## src/rtl/battery_charge_from_voltage_defines.svh

```systemverilog
// assertion macros for the battery charge block
// used by the modules that check their own control logic; needs clk_i and rst_ni in scope
`ifndef BATTERY_CHARGE_FROM_VOLTAGE_DEFINES_SVH
`define BATTERY_CHARGE_FROM_VOLTAGE_DEFINES_SVH

`ifndef SYNTHESIS
`define BCV_ASSERT(lbl, prop) \
  lbl: assert property (@(posedge clk_i) disable iff (!rst_ni) (prop)) \
    else $error("bcv assertion failed");
`define BCV_ASSERT_NEVER(lbl, expr) \
  lbl: assert property (@(posedge clk_i) disable iff (!rst_ni) !(expr)) \
    else $error("bcv forbidden condition seen");
`else
`define BCV_ASSERT(lbl, prop)
`define BCV_ASSERT_NEVER(lbl, expr)
`endif

`endif

```

## src/rtl/bcv_pkg.sv

```systemverilog
// shared types, widths and curve tables of the battery charge block
// no dependencies; tables are built at elaboration from the breakpoint list
package bcv_pkg;

  localparam int unsigned CURVE_POINTS   = 21;
  localparam int unsigned ADC_FULL_SCALE = 4095;
  localparam int unsigned STORED_POINTS  = 21;
  localparam int unsigned USED_POINTS    =
    (CURVE_POINTS > STORED_POINTS) ? STORED_POINTS :
    ((CURVE_POINTS < 2) ? 2 : CURVE_POINTS);
  localparam int unsigned NUM_SEGS = USED_POINTS - 1;

  localparam int unsigned ADC_W   = 12;
  localparam int unsigned PCT_W   = 7;
  localparam int unsigned THR_W   = 7;
  localparam int unsigned CODE_W  = $clog2(ADC_FULL_SCALE + 1);
  localparam int unsigned CMP_W   = (CODE_W > ADC_W) ? CODE_W : ADC_W;
  localparam int unsigned SEG_W   = (NUM_SEGS > 1) ? $clog2(NUM_SEGS) : 1;
  localparam int unsigned PROD_W  = CODE_W + PCT_W;
  localparam int unsigned NUM_W   = CODE_W + 8;
  localparam int unsigned RECIP_W = NUM_W;

  localparam int unsigned PCT_FULL      = 100;
  localparam int unsigned THR_RESET     = 20;

  typedef enum logic [2:0] {
    S_IDLE,
    S_SEARCH,
    S_MULT,
    S_RECIP,
    S_FIX
  } state_e;

  typedef struct packed {
    logic load;
    logic search;
    logic mult;
    logic recip;
    logic fix;
  } cmd_t;

  typedef logic [USED_POINTS-1:0][CODE_W-1:0] code_tab_t;
  typedef logic [NUM_SEGS-1:0][CODE_W-1:0]    seg_code_tab_t;
  typedef logic [NUM_SEGS-1:0][PCT_W-1:0]     seg_pct_tab_t;
  typedef logic [NUM_SEGS-1:0][RECIP_W-1:0]   seg_recip_tab_t;

  // breakpoints in hundredths of a volt
  function automatic int unsigned curve_cv(int unsigned k);
    int unsigned cv;
    unique case (k)
      0:  cv = 327;
      1:  cv = 361;
      2:  cv = 369;
      3:  cv = 371;
      4:  cv = 373;
      5:  cv = 375;
      6:  cv = 377;
      7:  cv = 379;
      8:  cv = 380;
      9:  cv = 382;
      10: cv = 384;
      11: cv = 385;
      12: cv = 387;
      13: cv = 391;
      14: cv = 395;
      15: cv = 398;
      16: cv = 402;
      17: cv = 408;
      18: cv = 411;
      19: cv = 415;
      default: cv = 420;
    endcase
    return cv;
  endfunction

  // adc code of a breakpoint, rounded half up
  function automatic int unsigned point_code(int unsigned k);
    return (2 * curve_cv(k) * ADC_FULL_SCALE + 420) / 840;
  endfunction

  function automatic int unsigned point_pct(int unsigned k);
    return (200 * k + NUM_SEGS) / (2 * NUM_SEGS);
  endfunction

  // floor(2^NUM_W / den) by restoring long division
  function automatic longint unsigned recip_of(longint unsigned den);
    longint unsigned rem;
    longint unsigned quo;
    rem = 0;
    quo = 0;
    for (int i = NUM_W; i >= 0; i--) begin
      rem = (rem << 1) | ((i == NUM_W) ? 64'd1 : 64'd0);
      quo = quo << 1;
      if (rem >= den) begin
        rem = rem - den;
        quo = quo | 64'd1;
      end
    end
    return quo;
  endfunction

  function automatic code_tab_t build_codes();
    code_tab_t t;
    for (int unsigned k = 0; k < USED_POINTS; k++) begin
      t[k] = CODE_W'(point_code(k));
    end
    return t;
  endfunction

  function automatic seg_code_tab_t build_widths();
    seg_code_tab_t t;
    for (int unsigned k = 0; k < NUM_SEGS; k++) begin
      t[k] = CODE_W'(point_code(k + 1) - point_code(k));
    end
    return t;
  endfunction

  function automatic seg_pct_tab_t build_plo();
    seg_pct_tab_t t;
    for (int unsigned k = 0; k < NUM_SEGS; k++) begin
      t[k] = PCT_W'(point_pct(k));
    end
    return t;
  endfunction

  function automatic seg_pct_tab_t build_dp();
    seg_pct_tab_t t;
    for (int unsigned k = 0; k < NUM_SEGS; k++) begin
      t[k] = PCT_W'(point_pct(k + 1) - point_pct(k));
    end
    return t;
  endfunction

  // floor(2^NUM_W / (2*d)) per segment, zero for a flat segment
  function automatic seg_recip_tab_t build_recip();
    seg_recip_tab_t t;
    longint unsigned w;
    for (int unsigned k = 0; k < NUM_SEGS; k++) begin
      w = longint'(point_code(k + 1)) - longint'(point_code(k));
      t[k] = (w == 0) ? '0 : RECIP_W'(recip_of(2 * w));
    end
    return t;
  endfunction

  localparam code_tab_t      CODES     = build_codes();
  localparam seg_code_tab_t  SEG_D     = build_widths();
  localparam seg_pct_tab_t   SEG_PLO   = build_plo();
  localparam seg_pct_tab_t   SEG_DP    = build_dp();
  localparam seg_recip_tab_t SEG_RECIP = build_recip();
  localparam logic [PCT_W-1:0] LAST_PCT = PCT_W'(point_pct(USED_POINTS - 1));

endpackage

```

## src/rtl/battery_charge_from_voltage.sv

```systemverilog
// battery state of charge from one adc sample, piecewise linear over a 21-point curve
// the result strobe follows the correction step; no new sample is taken while busy
// the sequencer runs its steps in order: search, multiply, reciprocal multiply, correction
// results are strobed for one cycle and cannot be stalled by the receiver
// asynchronous active-low reset: sequencer idle, threshold back to 20 percent
// depends on bcv_pkg, bcv_ctrl and bcv_datapath
module battery_charge_from_voltage (
  input  logic                       clk_i,
  input  logic                       rst_ni,
  // command side
  input  logic                       start,
  output logic                       busy,
  input  logic [bcv_pkg::ADC_W-1:0]  adc_sample_i,
  // result side
  output logic                       result_valid_o,
  output logic [bcv_pkg::PCT_W-1:0]  charge_percent_o,
  output logic                       battery_low_o,
  // threshold write channel
  input  logic                       cfg_valid_i,
  output logic                       cfg_ready_o,
  input  logic [bcv_pkg::THR_W-1:0]  cfg_data_i
);
  import bcv_pkg::*;

  cmd_t cmd;

  // the threshold register takes a write in any cycle
  assign cfg_ready_o = 1'b1;

  // sequencer: one step per cycle, strobe follows the correction step
  bcv_ctrl u_ctrl (
    .clk_i  (clk_i),
    .rst_ni (rst_ni),
    .start  (start),
    .busy   (busy),
    .done_o (result_valid_o),
    .cmd_o  (cmd)
  );

  // datapath: results stay in their output registers until the next sample finishes
  bcv_datapath u_datapath (
    .clk_i            (clk_i),
    .rst_ni           (rst_ni),
    .cmd_i            (cmd),
    .adc_sample_i     (adc_sample_i),
    .cfg_we_i         (cfg_valid_i & cfg_ready_o),
    .cfg_data_i       (cfg_data_i),
    .charge_percent_o (charge_percent_o),
    .battery_low_o    (battery_low_o)
  );

endmodule

```

## src/rtl/bcv_ctrl.sv

```systemverilog
// sequencer of the battery charge block: steps one sample through the datapath
// depends on bcv_pkg and battery_charge_from_voltage_defines.svh
`include "battery_charge_from_voltage_defines.svh"

module bcv_ctrl (
  input  logic          clk_i,
  input  logic          rst_ni,
  input  logic          start,
  output logic          busy,
  output logic          done_o,
  output bcv_pkg::cmd_t cmd_o
);
  import bcv_pkg::*;

  state_e state_q, state_d;
  logic   done_q;

  always_comb begin
    state_d = state_q;
    unique case (state_q)
      S_IDLE:   if (start) state_d = S_SEARCH;
      S_SEARCH: state_d = S_MULT;
      S_MULT:   state_d = S_RECIP;
      S_RECIP:  state_d = S_FIX;
      S_FIX:    state_d = S_IDLE;
      default:  state_d = S_IDLE;
    endcase
  end

  always_comb begin
    cmd_o = '0;
    unique case (state_q)
      S_IDLE:   cmd_o.load   = start;
      S_SEARCH: cmd_o.search = 1'b1;
      S_MULT:   cmd_o.mult   = 1'b1;
      S_RECIP:  cmd_o.recip  = 1'b1;
      S_FIX:    cmd_o.fix    = 1'b1;
      default:  cmd_o        = '0;
    endcase
  end

  always_ff @(posedge clk_i or negedge rst_ni) begin
    if (!rst_ni) begin
      state_q <= S_IDLE;
      done_q  <= 1'b0;
    end else begin
      state_q <= state_d;
      done_q  <= (state_q == S_FIX);
    end
  end

  assign busy   = (state_q != S_IDLE);
  assign done_o = done_q;

  `BCV_ASSERT(a_accept_makes_busy, (start && !busy) |=> busy)
  `BCV_ASSERT(a_strobe_after_fix, (state_q == S_FIX) |=> done_o)
  `BCV_ASSERT(a_strobe_only_idle, done_o |-> !busy)
  `BCV_ASSERT_NEVER(a_cmd_overlap, !$onehot0(cmd_o))

endmodule

```

## src/rtl/bcv_datapath.sv

```systemverilog
// datapath of the battery charge block: segment search, interpolation, threshold
// depends on bcv_pkg; steps are driven by bcv_ctrl commands
module bcv_datapath (
  input  logic                        clk_i,
  input  logic                        rst_ni,
  input  bcv_pkg::cmd_t               cmd_i,
  input  logic [bcv_pkg::ADC_W-1:0]   adc_sample_i,
  input  logic                        cfg_we_i,
  input  logic [bcv_pkg::THR_W-1:0]   cfg_data_i,
  output logic [bcv_pkg::PCT_W-1:0]   charge_percent_o,
  output logic                        battery_low_o
);
  import bcv_pkg::*;

  logic [ADC_W-1:0]   x_q;
  logic [THR_W-1:0]   thr_q;
  logic [SEG_W-1:0]   seg_q, seg_d;
  logic               direct_q, direct_d;
  logic [PCT_W-1:0]   direct_pct_q, direct_pct_d;
  logic [CODE_W-1:0]  diff_q, diff_d;
  logic [NUM_W-1:0]   num_q, num_d;
  logic [PCT_W-1:0]   q0_q, q0_d;
  logic [PCT_W-1:0]   pct_q, pct_d;
  logic               low_q;

  logic [CMP_W-1:0]     x_ext;
  logic [2*NUM_W-1:0]   est;
  logic [CODE_W:0]      two_d;
  logic [NUM_W-1:0]     rem;
  logic [PCT_W:0]       q_fix;
  logic [PCT_W:0]       sum;

  // segment search: largest breakpoint at or below the sample
  always_comb begin
    x_ext        = CMP_W'(x_q);
    seg_d        = '0;
    direct_d     = 1'b0;
    direct_pct_d = '0;
    for (int unsigned k = 0; k < NUM_SEGS; k++) begin
      if (x_ext >= CMP_W'(CODES[k])) seg_d = SEG_W'(k);
    end
    if (x_ext >= CMP_W'(ADC_FULL_SCALE)) begin
      direct_d     = 1'b1;
      direct_pct_d = PCT_W'(PCT_FULL);
    end else if (x_ext < CMP_W'(CODES[0])) begin
      direct_d     = 1'b1;
      direct_pct_d = '0;
    end else if (x_ext >= CMP_W'(CODES[USED_POINTS-1])) begin
      direct_d     = 1'b1;
      direct_pct_d = LAST_PCT;
    end
    diff_d = CODE_W'(x_ext - CMP_W'(CODES[seg_d]));
  end

  // numerator 2*(x-lo)*dp + d
  assign num_d = NUM_W'({PROD_W'(diff_q * SEG_DP[seg_q]), 1'b0}) + NUM_W'(SEG_D[seg_q]);

  // quotient estimate by reciprocal, low by at most one
  assign est  = num_q * SEG_RECIP[seg_q];
  assign q0_d = est[NUM_W +: PCT_W];

  // correction and clamp
  always_comb begin
    two_d = {SEG_D[seg_q], 1'b0};
    rem   = num_q - NUM_W'(q0_q * two_d);
    q_fix = {1'b0, q0_q} + ((rem >= NUM_W'(two_d)) ? (PCT_W+1)'(1) : '0);
    if (SEG_D[seg_q] == '0) q_fix = '0;
    sum = {1'b0, SEG_PLO[seg_q]} + q_fix;
    if (direct_q) begin
      pct_d = direct_pct_q;
    end else if (sum > (PCT_W+1)'(PCT_FULL)) begin
      pct_d = PCT_W'(PCT_FULL);
    end else begin
      pct_d = sum[PCT_W-1:0];
    end
  end

  always_ff @(posedge clk_i or negedge rst_ni) begin
    if (!rst_ni) begin
      thr_q <= THR_W'(THR_RESET);
    end else if (cfg_we_i) begin
      thr_q <= cfg_data_i;
    end
  end

  always_ff @(posedge clk_i) begin
    if (cmd_i.load) x_q <= adc_sample_i;
    if (cmd_i.search) begin
      seg_q        <= seg_d;
      direct_q     <= direct_d;
      direct_pct_q <= direct_pct_d;
      diff_q       <= diff_d;
    end
    if (cmd_i.mult)  num_q <= num_d;
    if (cmd_i.recip) q0_q  <= q0_d;
    if (cmd_i.fix) begin
      pct_q <= pct_d;
      low_q <= (pct_d < thr_q);
    end
  end

  assign charge_percent_o = pct_q;
  assign battery_low_o    = low_q;

endmodule

```

## config.mk

```make
export PLATFORM = sky130hd
export DESIGN_NAME = battery_charge_from_voltage
export DESIGN_NICKNAME = d
export VERILOG_FILES = /design/src/rtl/bcv_pkg.sv /design/src/rtl/battery_charge_from_voltage.sv /design/src/rtl/bcv_ctrl.sv /design/src/rtl/bcv_datapath.sv
export VERILOG_INCLUDE_DIRS = /design/src /design/src/rtl
export SDC_FILE = /design/constraint.sdc
export NUM_CORES = 1
export LEC_CHECK = 0
export BUFFER_PORTS_ARGS = -buffer_cell sky130_fd_sc_hd__buf_4
export CAP_MARGIN = 5
export CORE_MARGIN = 2
export CORE_UTILIZATION = 55
export CTS_BUF_LIST = sky130_fd_sc_hd__clkbuf_4 sky130_fd_sc_hd__clkbuf_8
export DETAILED_ROUTE_END_ITERATION = 8
export GPL_TIMING_DRIVEN = 0
export HOLD_SLACK_MARGIN = 0.12
export PLACE_DENSITY_LB_ADDON = 0.1
export REMOVE_ABC_BUFFERS = 1
export SLEW_MARGIN = 20
export SYNTH_ARGS = -nofsm -noshare
export SYNTH_HDL_FRONTEND = slang
export SYNTH_SLANG_ARGS = --single-unit
```

## constraint.sdc

```tcl
create_clock -name clk_i -period 29 [get_ports clk_i]
set_input_delay 2.9 -clock clk_i [delete_from_list [all_inputs] [get_ports clk_i]]
set_output_delay 2.9 -clock clk_i [all_outputs]
set_load 0.05 [all_outputs]
```

-- After elaboration in Yosys (flattened, before gate mapping)
Memories as Yosys holds them, arrays and structs flattened. A register that Yosys moved wholly into a read port is not among the register bits.
Index checks and enable logic that the tools add are counted.
W data, S select, Z words.
- reduce and logical (&&, ||, !) cells: 3
- muxes and demuxes: 41
- multiply operators: 3
- eq/ne operators: 5
- order comparisons: 26
- add/subtract/negate cells: 5
- operators with widths (kind ; number):
    $ge A12 B12 Y1 const B ; 20
    $mux W5 ; 22
    $mux W7 ; 5
    $mul A20 B20 Y27 ; 1
    $mux W12 ; 2
    $add A20 B12 Y20 ; 1
    $ge A20 B13 Y1 ; 1
    $mux W20 ; 1
    $sub A20 B20 Y20 ; 1
    $mul A12 B7 Y19 ; 1
    $mul A7 B12 Y19 ; 1
    $add A7 B8 Y8 ; 2
    $logic_not A12 Y1 ; 1
    $lt A12 B12 Y1 const B ; 1
    $lt A5 B6 Y1 const B ; 2
    $pmux W3 S4 ; 1
    $sub A12 B12 Y12 ; 1
    $gt A8 B7 Y1 const B ; 1
    $mux W1 ; 8
    $mux W8 ; 1
    $lt A7 B7 Y1 ; 1
    $eq A3 B2 Y1 const B ; 2
    $eq A3 B1 Y1 const B ; 1
    $eq A3 B3 Y1 const B ; 1
    4 further kinds ; 4
- logic and storage cells: 100
- register bits: 83
- ROM bits: 1856
- input bits: 23
- output and inout port bits: 11
- memories: 5
- memories (name ; words ; bits a word ; rd ports ; clocked after memory_dff ; wr ports ; line ; RTL):
    (no name shown) ; 32 ; 20 ; 1 ; 1 ; 0 ; bcv_datapath.sv:59 ; assign est = num_q * SEG_RECIP[seg_q];
    (no name shown) ; 32 ; 12 ; 1 ; 1 ; 0 ; bcv_datapath.sv:56 ; assign num_d = NUM_W'({PROD_W'(diff_q * SEG_DP[seg_q]), 1'b0}) + NUM_W'(SEG_D[seg_q]);
    (no name shown) ; 32 ; 12 ; 1 ; 0 ; 0 ; bcv_datapath.sv:52 ; diff_d = CODE_W'(x_ext - CMP_W'(CODES[seg_d]));
    (no name shown) ; 32 ; 7 ; 1 ; 1 ; 0 ; bcv_datapath.sv:68 ; sum = {1'b0, SEG_PLO[seg_q]} + q_fix;
    (no name shown) ; 32 ; 7 ; 1 ; 1 ; 0 ; bcv_datapath.sv:56 ;

-- Longest topological paths before layout
Gate-level depths: netlist of the first run.
- word-level depth: 23
- depth in mapped cells: 47
- depth with buffers taken out: 46

-- Cells and area by module
From an unflattened synthesis of the first run, not the netlist that was laid out.
- cells, all modules: 1948
- area total of the unflattened synthesis: 17531.8 µm²
- by module, submodules not included (module ; seq. area each (µm²) ; instances ; area each (µm²) ; cells an instance):
    bcv_datapath ; 2690.1 ; 1 ; 17330.4 ; 1929
    bcv_ctrl ; 100.1 ; 1 ; 190.2 ; 17
    battery_charge_from_voltage ; 0.0 ; 1 ; 11.3 ; 2

-- Least setup slack after synthesis of the first run
OpenSTA, ideal clock, no wires.
- kind: reg2reg
- start point: register u_datapath.q0_q[3]
- end point: register u_datapath.low_q (netlist: u_datapath.battery_low_o) (data pin)
- setup slack: 19.670 ns
- library setup time: 0.169 ns
- arrival time: 9.161 ns
- clock period less this slack: 9.330 ns
- required time: 28.831 ns
- stages on the path, launching flop included: 43
- path buffers: 1
- path through: edfxtp_1 clkbuf_1 and2_1 fa_1 inv_1 fa_1 inv_1 fa_1 inv_1 fa_1 inv_1 ha_1 inv_1 a21oi_1 nand2b_1 ha_1 o21ai_0 nand2b_1 [... 7 more ...] a2111oi_0 nand3_1 ha_1 ha_1 nor2b_1 fa_1 a21o_1 a21oi_1 o21ai_0 a21oi_1 xor2_1 nor3_1 nor3_1 and2_1 ha_1 a2111o_1 or2_2 o31ai_1
- word-level cells in the longest chain between the ends: 11
- RTL lines (item ; line ; RTL):
    start, declared ; bcv_datapath.sv:22 ; logic [PCT_W-1:0] q0_q, q0_d;
    start signal, assigned ; bcv_datapath.sv:95 ; if (cmd_i.recip) q0_q <= q0_d;
    $mul A7 B12 Y19 ; bcv_datapath.sv:65 ; rem = num_q - NUM_W'(q0_q * two_d);
    $sub A20 B20 Y20 ; bcv_datapath.sv:65 ;
    $ge A20 B13 Y1 ; bcv_datapath.sv:66 ; q_fix = {1'b0, q0_q} + ((rem >= NUM_W'(two_d)) ? (PCT_W+1)'(1) : '0);
    $mux W1 ; bcv_datapath.sv:66 ;
    $add A7 B8 Y8 * ; bcv_datapath.sv:66 ;
    $mux W8 * ; bcv_datapath.sv:67 ; if (SEG_D[seg_q] == '0) q_fix = '0;
    $add A7 B8 Y8 * ; bcv_datapath.sv:68 ;
    $gt A8 B7 Y1 ; bcv_datapath.sv:71 ; end else if (sum > (PCT_W+1)'(PCT_FULL)) begin
    $mux W7 * ; bcv_datapath.sv:71 ;
    $mux W7 * ; bcv_datapath.sv:69 ; if (direct_q) begin
    via u_datapath.pct_d[4] ; bcv_datapath.sv:23 ; logic [PCT_W-1:0] pct_q, pct_d;
    $lt A7 B7 Y1 * ; bcv_datapath.sv:98 ; low_q <= (pct_d < thr_q);
    end signal, assigned ; bcv_datapath.sv:98 ;
    end, declared ; bcv_datapath.sv:24 ; logic low_q;
The timed path passes the listed nets; every way through them passes the cells marked *.
A chain may end at the register's enable or synchronous reset.

-- Final worst setup path of the first run
Ends and elaborated chain as after synthesis.

==> results_dict.tcl, run 1 <==
set metrics [dict create \
    hold_depth 2 \
    yosysWarnings 0 \
    tightest_slew_ns 0.9508 \
    busiest_layer "met2" \
    cts_tree "done" \
    synthArstFlopShare_pct 10.48 \
    use_met2_pct 44.29 \
    synth-main-ff-cell "edfxtp_1" \
    drtIter0Drc 620 \
    synth_cells 1949 \
    grt_use_met1_pct 33.73 \
    gp_congestion 0.8981 \
    clk_pin_slew_ns 0.09 \
    critPathBufInv 5 \
    cp_slowest_cell "edfxtp_1" \
    num_vias 13000 \
    synth_seq_cells 105 \
    setup_viol 0 \
    drc 0 \
    period_share_pct 36.17 \
    cts_max_level 3 \
    filler_cell_count 2770 \
    synth_area_um2 17400 \
    max_freq_ghz 0.09533 \
    crit_path_end_kind "register" \
    critical_path_class "register to register" \
    cts_resized 0 \
    rrSetupSlack_ns 18.51 \
    worstPathArrival_ns 10.70 \
    initial_core_util_pct 55.56 \
    grt_first_pass_wirelength_mm 67.35 \
    rows 65 \
    clock-skew-final_ns 0.01227 \
    r2r_cells 41 \
    grt_util_met3_pct 2.106 \
    max_cap_viol_count 0 \
    reg2reg_from "u_datapath.q0_q[3]" \
    synth-edff-count 63 \
    fp.dieH_um 181.9 \
    antennaDiodeCount 0 \
    final_antenna_net_count 0 \
    pin_count 34 \
    clock_sinks 105 \
    cp_slowest_stage_delay_ns 0.58 \
    ys_types 82 \
    area_growth_pct 3.819 \
    setup_tns_ns 0 \
    ctsHoldBuffers 0 \
    die_area_um2 33070 \
    portBuffers 32 \
    cts_root_buf "clkbuf_8" \
    hp-class "register to register" \
    critPathLaunchType "register" \
    status "finished clean" \
    holdPathEnd "u_datapath.thr_q[4]" \
    synth_area_leaders "fa_1 (26%), ha_1 (17%), edfxtp_1 (11%)" \
    post_drt_via_cell_ratio 5.589 \
    slew_violations 0 \
    wirelength_mm 39.35 \
    cp_common_cell "ha_1" \
    core_region_area_um2 31310 \
    synth_largest_area_cell "fa_1" \
    antenna_found_initial 0 \
    cp.required_ns 29.21 \
    synth.avg_cell_area_um2 8.927 \
    rsz0062_at_grt "no" \
    final.min_clock_period_ns 10.49 \
    cts_made_buffers 9 \
    cts.path.max_buffers 2 \
    cp_max_fo 11 \
    nets 2405 \
    synth.yosys.seq_area_share_pct 16.04 \
    dieWidth_um 181.9 \
    dp_hpwl_mm 30.37 \
    maxSlewHeadroom_pct 36.61 \
    firstDrtPassIters 5 \
    drive_gt1_share_pct 3.950 \
    r2r-end "u_datapath.battery_low_o" \
    grt_max_degree 24 \
    wl_per_cell_um 16.92 \
    worstSkewPairLatency_ns 0.38 \
    crit_family "adder cells" \
    hp-start "u_datapath.thr_q[4]" \
    first_global_vias 13570 \
    grt-ovfl-total 0 \
    final_hold_viol_count 0 \
    cts_setup_buffers 0 \
    netlist.area_leader.share_pct 25.66 \
    grt_usage_pct 25.31 \
]
==> cells in the final DEF, fill, tap and decap left out, types with 9 or more instances in the layout <==
cell / n
nand2b_1: 11
buf_4: 33
nand4_1: 9
a21o_1: 19
o21ai_0: 72
or3_1: 10
o21a_1: 14
nand2_1: 236
xor2_1: 28
nor2_1: 77
inv_1: 329
nor3_1: 23
dfrtp_1: 9
nor2b_1: 13
o211ai_1: 15
a21oi_1: 77
dfxtp_1: 31
nand3_1: 22
and2_1: 154
a211oi_1: 11
clkbuf_8: 9
xnor2_1: 49
edfxtp_1: 63
ha_1: 240
fa_1: 223
==> worst reg2reg max path, delay by kind of cell, from the launching register on <==
family                   cells  cell delay (ns)
buffers and inverters        5             0.29
flip-flops                   1             0.58
AO/OA/AOI/OAI               13             3.04
XOR/XNOR                     2             0.34
AND/OR/NAND/NOR             10             1.98
adder cells (fa/ha/maj)     11             4.10
==> cells in the mapped netlist, types with 4 or more instances <==
cell / count
a21o_1: 19
or3_1: 10
o21ai_0: 73
nand2_1: 236
a311oi_1: 4
o21a_1: 14
inv_1: 329
edfxtp_1: 63
o22ai_1: 8
o21bai_1: 4
nand4_1: 9
xnor2_1: 49
nor2_1: 77
nor4_1: 6
a31oi_1: 7
fa_1: 223
and3_1: 8
nand2b_1: 11
clkbuf_1: 63
dfxtp_1: 31
nor2b_1: 13
or2_2: 7
and2_1: 154
xor2_1: 28
o211ai_1: 15
a211o_1: 6
nand3_1: 22
o31ai_1: 6
ha_1: 240
mux2i_1: 5
dfrtp_1: 9
nand3b_1: 4
a21boi_0: 6
buf_2: 9
a21oi_1: 77
nor3_1: 23
a211oi_1: 11
==> worst max path at each step <==
stage | startpoint | end | slack (ns) | depth (start not counted)
6_report | u_datapath.q0_q[3] | u_datapath.battery_low_o | 18.51 | 41
5_1_grt | u_datapath.q0_q[3] | u_datapath.battery_low_o | 17.68 | 41
4_1_cts | u_datapath.q0_q[3] | u_datapath.battery_low_o | 18.50 | 41
3_5_place_dp | u_datapath.q0_q[3] | u_datapath.battery_low_o | 18.48 | 41
3_3_place_gp | u_datapath.q0_q[3] | u_datapath.battery_low_o | 18.67 | 41
2_1_floorplan | u_datapath.q0_q[3] | u_datapath.battery_low_o | 19.72 | 41
==> final cells by class <==
| cell class | count | area [µm²] | share of cell area, % |
|---|---|---|---|
| flip-flops and latches | 105 | 2790 | 15.45 |
| clock buffers | 10 | 131.4 | 0.7273 |
| well taps | 402 | 503.0 | 2.785 |
| inverters | 330 | 1239 | 6.858 |
| repair buffers | 34 | 259.0 | 1.434 |
| clock inverters | 6 | 57.56 | 0.3186 |
| multi-input cells | 1439 | 13080 | 72.43 |
==> per-stage QoR <==
step	utilization (%)	instance area, µm²	hold slack [ns]	instances	setup WS (ns)
CTS	57.67	18060	0.5111	2326	18.50
floorplan	-	17090	0.4741	1874	19.72
detailed placement	57.07	17870	0.4972	2310	18.48
global route	57.69	18060	0.5565	2326	17.68
global placement	56.96	17830	0.4890	2308	18.67
finish	57.69	18060	0.5092	2326	18.51
==> routing by layer <==
layer,up-vias,share of wire [%]
li1,6257,-
met1,6367,45
met2,323,48
met3,54,4.6
met4,0,2.6
met5,-,0
==> logic make-up (layout without fill, tap and decap cells) <==
kind of cell               after synthesis  count (layout)  synth area share (%)
adders and majority gates              463             463                 42.92
and+or+nand+nor                        595             595                 16.78
buffers and inverters                  405             380                 8.889
muxes                                    7               7                0.4171
xor gates and xnor gates                77              77                 3.876
other                                    2               2               0.04317
AOI/OAI and AO/OA                      295             295                 11.04
DFF                                    105             105                 16.04
Power of run 1 is not shown: default switching activity piles up to over one toggle a cycle in this logic, so the estimate is an artifact.
==> run 2, diff against run 1 <==
==> constraint.sdc (replaced) <==
create_clock -name clk_i -period 9.66 [get_ports clk_i]
set_input_delay 0.966 -clock clk_i [delete_from_list [all_inputs] [get_ports clk_i]]
set_output_delay 0.966 -clock clk_i [all_outputs]
set_load 0.05 [all_outputs]
==> run 2 against run 1 <==
Routed wire length grew 2.9%. Cell area grew 3.4%. Worst hold slack lost 0.11 ns. Non-clock buffer count grew 32. Highest routed layer unchanged.
==> results_dict.tcl, run 2 (synthesis gave the netlist of run 1 again) <==
set metrics [dict create \
    clock_sinks 105 \
    core_region_area_um2 31310 \
    max_freq_ghz 0.1071 \
    clk_pin_slew_ns 0.10 \
    cp_max_fo 5 \
    antenna_found_initial 2 \
    slew_violations 0 \
    wl_per_cell_um 17.17 \
    wirelength_mm 40.48 \
    initial_core_util_pct 55.56 \
    final.min_clock_period_ns 9.340 \
    gp_congestion 0.8981 \
    first_global_vias 13670 \
    final_antenna_net_count 0 \
    hp-class "input port to asynchronous set/reset pin" \
    ctsHoldBuffers 0 \
    maxSlewHeadroom_pct 35.00 \
    r2r-end "u_datapath.battery_low_o" \
    period_share_pct 96.69 \
    cts_tree "done" \
    pin_count 34 \
    dp_hpwl_mm 30.37 \
    clock-skew-final_ns 0.01301 \
    grt_usage_pct 25.55 \
    grt_first_pass_wirelength_mm 67.89 \
    worstSkewPairLatency_ns 0.38 \
    grt-ovfl-total 0 \
    drtIter0Drc 656 \
    rows 65 \
    firstDrtPassIters 5 \
    dieWidth_um 181.9 \
    fp.dieH_um 181.9 \
    area_growth_pct 7.364 \
    cts_made_buffers 9 \
    final_util_pct 59.66 \
    cp.required_ns 9.88 \
    r2r_cells 41 \
    post_drt_via_cell_ratio 5.600 \
    dpl_worst_slack_ns -0.8582 \
    max_cap_viol_count 0 \
    cts.path.max_buffers 2 \
    timing.final.ws_setup_ns 0.3198 \
    design_area_um2 18680 \
    rrSetupSlack_ns 0.32 \
    layout_commonest_cell "inv_1" \
    cts_root_buf "clkbuf_8" \
    cp_slowest_stage_delay_ns 0.54 \
    dpl-instance-area_um2 17870 \
    critPathLaunchType "register" \
    drc 0 \
    critical_path_class "register to register" \
    reg2reg_from "u_datapath.q0_q[1]" \
    grt_max_degree 24 \
    cts_max_level 3 \
    num_vias 13210 \
    portBuffers 32 \
    nets 2437 \
    drive_gt1_share_pct 9.151 \
    antennaDiodeCount 0 \
    filler_cell_count 2701 \
    status "finished clean" \
    setup_viol 0 \
    rsz0062_at_grt "yes" \
    mostFrequentLayoutCells "inv_1 (322), nand2_1 (236), ha_1 (227), fa_1 (220), and2_1 (149)" \
    die_area_um2 33070 \
    final_hold_viol_count 0 \
    crit_path_end_kind "register" \
    worstPathArrival_ns 9.56 \
    cp_slowest_cell "fa_1" \
    tightest_slew_ns 0.9750 \
]
[run 2: cell count changes in the layout (fill, tap and decap cells not counted), moves of 10 or more]
cell and delta:
buf_4 +24, ha_1 -13, a21oi_1 -11, a21oi_2 +10
[run 2: final cells by class]
cell class,count,area [µm²],share of cell area [%]
clock buffer,10,131.4,0.7033
inverter,330,1241,6.645
sequential,105,2800,14.99
tap,402,503.0,2.693
clock inverter,6,57.56,0.3081
timing repair buffer,66,516.7,2.766
multi-input combinational,1439,13430,71.89
[run 2: metal layers]
layer  GRT usage (%)  up-vias  wire, µm
met2           44.75      331     19840
met3           2.106       53      1784
met1           34.02     6505     17990
met5               0        -         0
met4           7.419        0       864
li1                -     6316         -
[run 2: how the worst max path moves through the flow]
stage	start	to	slack, ns	depth (start not counted)
after floorplan	u_datapath.q0_q[3]	u_datapath.battery_low_o	0.38	41
after global placement	u_datapath.q0_q[3]	u_datapath.battery_low_o	-0.67	41
after detailed placement	u_datapath.q0_q[3]	u_datapath.battery_low_o	-0.86	41
after CTS	u_datapath.q0_q[3]	u_datapath.battery_low_o	0.01	41
after global routing	u_datapath.q0_q[1]	u_datapath.battery_low_o	-0.1	40
final	u_datapath.q0_q[1]	u_datapath.battery_low_o	0.32	41
[run 2: critical path, delay by kind of cell, from the launching register on]
| family | cells | cell delay, ns |
|---|---|---|
| adder cells (fa/ha/maj) | 10 | 3.69 |
| XOR/XNOR | 3 | 0.42 |
| buffers and inverters | 5 | 0.30 |
| AND/OR/NAND/NOR | 12 | 1.86 |
| flip-flops | 1 | 0.47 |
| AO/OA/AOI/OAI | 11 | 2.43 |
[run 2: repair_timing]
| item | CTS | global route |
|---|---|---|
| cloned | 0 | 1 |
| resized for setup | 20 | 76 |
| endpoints found under the setup margin | 1 | 1 |
| pin swaps | 6 | 57 |
| setup buffers | 9 | 22 |
[run 2: stage by stage]
step,hold slack [ns],setup TNS (ns),instances
global placement,0.4890,-0.6689,2308
floorplan,0.4741,0,1874
global route,0.3893,-0.09795,2358
detailed placement,0.4972,-0.8582,2310
CTS,0.3867,0,2335
finish,0.4014,0,2358
Power of run 2 is left out for the same reason.
